**src/mwf_ram.sv**
```systemverilog
// ---------------------------------------------------------------------------
// mwf_ram
// Simple dual-port RAM, one write and one registered read per cycle.
// ---------------------------------------------------------------------------
`default_nettype none

module mwf_ram #(
    parameter int WIDTH = 8,
    parameter int DEPTH = 512
) (
    input  wire logic                             clk,
    input  wire logic                             we,
    input  wire logic [$clog2(DEPTH)-1:0]         waddr,
    input  wire logic [WIDTH-1:0]                 wdata,
    input  wire logic                             re,
    input  wire logic [$clog2(DEPTH)-1:0]         raddr,
    output logic      [WIDTH-1:0]                 rdata
);

    logic [WIDTH-1:0] mem [DEPTH];

    always_ff @(posedge clk)
    begin
        if (we)
        begin
            mem[waddr] <= wdata;
        end
        if (re)
        begin
            rdata <= mem[raddr];
        end
    end

endmodule

`default_nettype wire

```
**config.mk**
```make
export PLATFORM = sky130hd
export DESIGN_NAME = mwf_ram
export DESIGN_NICKNAME = d
export VERILOG_FILES = /design/src/mwf_ram.sv
export SDC_FILE = /design/constraint.sdc
export NUM_CORES = 2
export LEC_CHECK = 0
export BUFFER_PORTS_ARGS = -buffer_cell sky130_fd_sc_hd__buf_2
export CAP_MARGIN = 40
export CORE_UTILIZATION = 40
export CTS_CLUSTER_SIZE = 10
export DETAILED_ROUTE_END_ITERATION = 8
export PLACE_DENSITY_LB_ADDON = 0.25
export SLEW_MARGIN = 20
export SYNTH_ARGS = -nofsm -noshare
export SYNTH_HDL_FRONTEND = slang
export SYNTH_SLANG_ARGS = --single-unit
```
**constraint.sdc**
```tcl
create_clock -name clk -period 2.1 [get_ports clk]
set_input_delay 0.105 -clock clk [delete_from_list [all_inputs] [get_ports clk]]
set_output_delay 0.105 -clock clk [all_outputs]
set_load 0.01 [all_outputs]
```
=== Word level (Yosys, flattened, before mapping) ===
Memories as Yosys holds them, arrays and structs flattened. A register that Yosys moved wholly into a read port is not among the register bits.
Cells that the tools add are included.

* Mux-type cells: 2

{| class="wikitable"
|+ Operators with widths
! kind !! number
|-
| 1-bit two-way mux || 2
|}

* Memory bits (writable): 4096
* Input port bits: 29
* Memories kept: 1
* Bits in registers: 0
* Logic and storage cells: 3

{| class="wikitable"
|+ Memory list
! name !! words !! width !! rd ports !! clocked after Yosys merged registers in !! wr ports !! RTL line !! source
|-
| mem || 512 || 8 || 1 || 1 || 1 || 20 || <nowiki>logic [WIDTH-1:0] mem [DEPTH];</nowiki>
|}

=== Longest topological paths before layout ===
* Depth after elaboration: 2
* Depth in mapped cells: 12
* Mapped depth without buffers: 7

=== Worst setup path before layout ===
OpenSTA, ideal clock, no wires.

* Kind: in2reg
* Start point: in raddr[0]
* End point: reg rdata[0] (read register of mem) (data pin)
* Arrival time: 1959 ps
* Path slack: -116 ps
* Library setup time: 257 ps
* Stages on the path: 10
* Cells stage by stage: buf_4 > buf_12 > buf_12 > buf_2 > mux4_2 > o21ai_0 > nand3_1 > nand4_1 > o21ai_0 > o2111a_1

{| class="wikitable"
|+ RTL lines
! item !! RTL line !! source
|-
| start, declared || 16 || <nowiki>input wire logic [$clog2(DEPTH)-1:0] raddr,</nowiki>
|-
| end, declared || 17 || <nowiki>output logic [WIDTH-1:0] rdata</nowiki>
|}

==> results_dict.tcl <==
set metrics [dict create \
    crit_chain "mux2i_1, o221ai_1, buf_4, a21oi_4, nor4_4, buf_4, nand4_1, nor4_2, buf_4, o2111a_1" \
    p_clk_frac 0.409 \
    switchingPower_uw 36500 \
    switching_share 0.215 \
    numClockSinks 4104 \
    status "finished with violations" \
    synth_top_area_share 0.770 \
    worstMarginPinSlew_ns 0.801 \
    io_buffer_count 36 \
    setup_tns_ns -2.39 \
    syn-num-nets 8059 \
    dr.pass1.iters 6 \
    comb_power_share 0.059 \
    cts_buffer_depth 4 \
    internal_power_uw 134000 \
    fin_ws_ns -0.455 \
    max_slew_margin 0.466 \
    antenna_found_initial 19 \
    clockRootBuffer "clkbuf_16" \
    synth_flop_cell "edfxtp_1" \
    placed_cell_area_um2 179000 \
    min_delay_worst_endpoint "mem[267][4]" \
    reg2reg_from "mem[49][7]" \
    r2r_slack_ns -0.45 \
    num-fill-cells 32500 \
    hold_depth 2 \
    viasPerCell 5.73 \
    place_hpwl_um 294000 \
    cp.buffers_inverters 3 \
    synthTopCellsByArea "edfxtp_1 77%, mux4_2 9.2%, mux2i_1 5.0%" \
    place_ws_ns -1.56 \
    synth-edff-count 4104 \
    p_leak_uw 0.0642 \
    cts_tree "yes" \
    setup.worst_path.class "reg -> reg" \
    critical_path.max_fanout 2 \
    route.detailed.drc 0 \
    maxCapViolCount 0 \
    vias 86200 \
    track_usage 0.219 \
    netlist_area_um2 160000 \
    grt_max_degree 113 \
    setup_viol 8 \
    slowest_delay_ns 0.36 \
    async_reset_ff_frac 0 \
    cts_max_level 5 \
    num-nets-final 9725 \
    avgSynthCellArea_um2 19.9 \
    ys_ff_latch 4104 \
    dieHeight_um 634 \
    fin_skew_ns 0.0912 \
    syn_inst 8030 \
    grt-ovfl-total 0 \
    seq_power_share 0.531 \
    ir_drop_mv 0.755 \
    clock_latency_ns 0.99 \
    grt_pass1_wl_um 637000 \
    finalHoldViolations 0 \
    crit_top_cell "buf_4" \
    crit_slowest_cell "nor4_2" \
    ys_types 50 \
    gp_congestion 0.870 \
    drtIter0Drc 9535 \
    ys_warn_count 0 \
    hp-start "wdata[4]" \
    core_area_um2 397000 \
    critPathRequiredTime_ns 2.96 \
    synth-seq-area-share 0.770 \
    worst_setup_path_end_kind "flop" \
    final_util 0.486 \
    worstPathArrival_ns 3.42 \
    first_global_vias 87300 \
    clk_pin_slew_ns 0.06 \
    fin_total_pwr_uw 170000 \
    hp-class "in -> reg" \
    ant_nets 0 \
    wl_per_cell_um 29.7 \
    start_util 0.403 \
    cts_buffers 459 \
    r2r_cells 10 \
    pin_count 37 \
    min_period_ns 2.55 \
    drive_gt1_frac 0.312 \
    final_max_slew_viol_count 0 \
    synth.most_common_cell "edfxtp_1" \
    die-area_um2 403000 \
    power_density_nw_per_um2 880 \
    grt_setup_unrepaired "yes" \
    crit_family "simple AND/OR/NAND/NOR gates" \
    yosysTopAreaCell "edfxtp_1" \
    start_kind "flop" \
    rows 231 \
    design_area_um2 193000 \
    violations "setup timing" \
    die_w_um 634 \
    max_freq_mhz 391 \
    synth_common_cells "4104 x edfxtp_1, 797 x mux2i_1, 654 x mux4_2" \
    totalWireLength_um 446000 \
    synthToLayoutAreaGrowth_pct 20.7 \
    period_share 1.22 \
    reg2reg_to "rdata[7]" \
]
## worst max-delay path by stage
stage | from | end | slack [ns] | cells after the start
6_report | mem[49][7] | rdata[7] | -0.45 | 10
5_1_grt | mem[49][7] | rdata[7] | -0.60 | 10
4_1_cts | mem[49][7] | rdata[7] | -0.48 | 10
3_5_place_dp | raddr[0] | rdata[2] | -1.56 | 14
3_3_place_gp | raddr[0] | rdata[2] | -1.93 | 13
2_1_floorplan | raddr[0] | rdata[2] | 0.008 | 8
## through the flow
stage | cells | hold slack (ns)
global placement | 14500 | 0.484
floorplan | 8030 | 0.204
finish | 15000 | 0.0762
global route | 15000 | 0.0631
detailed placement | 14500 | 0.488
CTS | 15000 | 0.0230
## state kept, by name, indices dropped and copies added (netlist names)
name,flops
mem,4096
rdata,8
## power groups by stage
stage / combinational, uW / sequential (uW) / clock [uW]
global route: 10500 / 90300 / 73700
finish: 10100 / 90400 / 69600
floorplan: 4310 / 92000 / 0
global placement: 9710 / 92000 / 0
CTS: 10100 / 90400 / 70900
detailed placement: 9840 / 92000 / 0
## metal layers
layer,global-route usage,share of wire,vias to the layer above,wire length [um]
met2,0.360,0.48,3369,216000
met1,0.308,0.42,45600,187000
met5,0,0.000029,-,13
li1,-,-,36600,-
met3,0.0320,0.070,597,31200
met4,0.0544,0.026,2,11600
## worst register-to-register path, delay by kind of cell, from the launching register on
| family | cells | cell delay, ns |
|---|---|---|
| AND/OR/NAND/NOR | 3 | 1.01 |
| multiplexers | 1 | 0.09 |
| buffers and inverters | 3 | 0.53 |
| flip-flops | 1 | 0.33 |
| AO/OA/AOI/OAI | 3 | 0.45 |
## cells in the final DEF, fill, tap and decap left out, drive strengths merged, types with 10 or more instances in the layout
| cell type | count |
|---|---|
| and2 | 20 |
| nor2 | 597 |
| nand3 | 36 |
| a21oi | 194 |
| o22ai | 163 |
| dlygate4sd3 | 17 |
| clkbuf | 515 |
| buf | 1698 |
| a211oi | 17 |
| nor3 | 109 |
| a22oi | 61 |
| inv | 10 |
| o31ai | 13 |
| nor4 | 36 |
| o221ai | 372 |
| clkinv | 35 |
| o21ai | 119 |
| mux2i | 797 |
| mux4 | 654 |
| nand2 | 111 |
| nand4 | 32 |
| edfxtp | 4104 |
## cell type report
| class | count | area [um^2] | area share |
|---|---|---|---|
| clock buffers | 513 | 11800 | 0.0611 |
| inverters | 3 | 18.8 | 0.0000972 |
| well taps | 5242 | 6560 | 0.0340 |
| clock inverters | 47 | 617 | 0.00319 |
| multi-input cells | 3410 | 35200 | 0.182 |
| repair buffers | 1718 | 15700 | 0.0812 |
| diodes | 5 | 12.5 | 0.0000648 |
| flip-flops and latches | 4104 | 123000 | 0.638 |
## cell families after synthesis
family	share of synthesized area
compound gates	0.0431
buf+inv	0.0185
flops	0.770
mux	0.142
simple gates	0.0263
## what timing repair did
item                                    in CTS  in global routing
endpoints found under the setup margin       8                 69
hold endpoints to repair                  3722                  0
hold buffers                                17                  0
pin swaps                                   65                 34
resized for setup                          188                 55
buffers inserted                             7                  0
(Power assumes the default switching activity.)
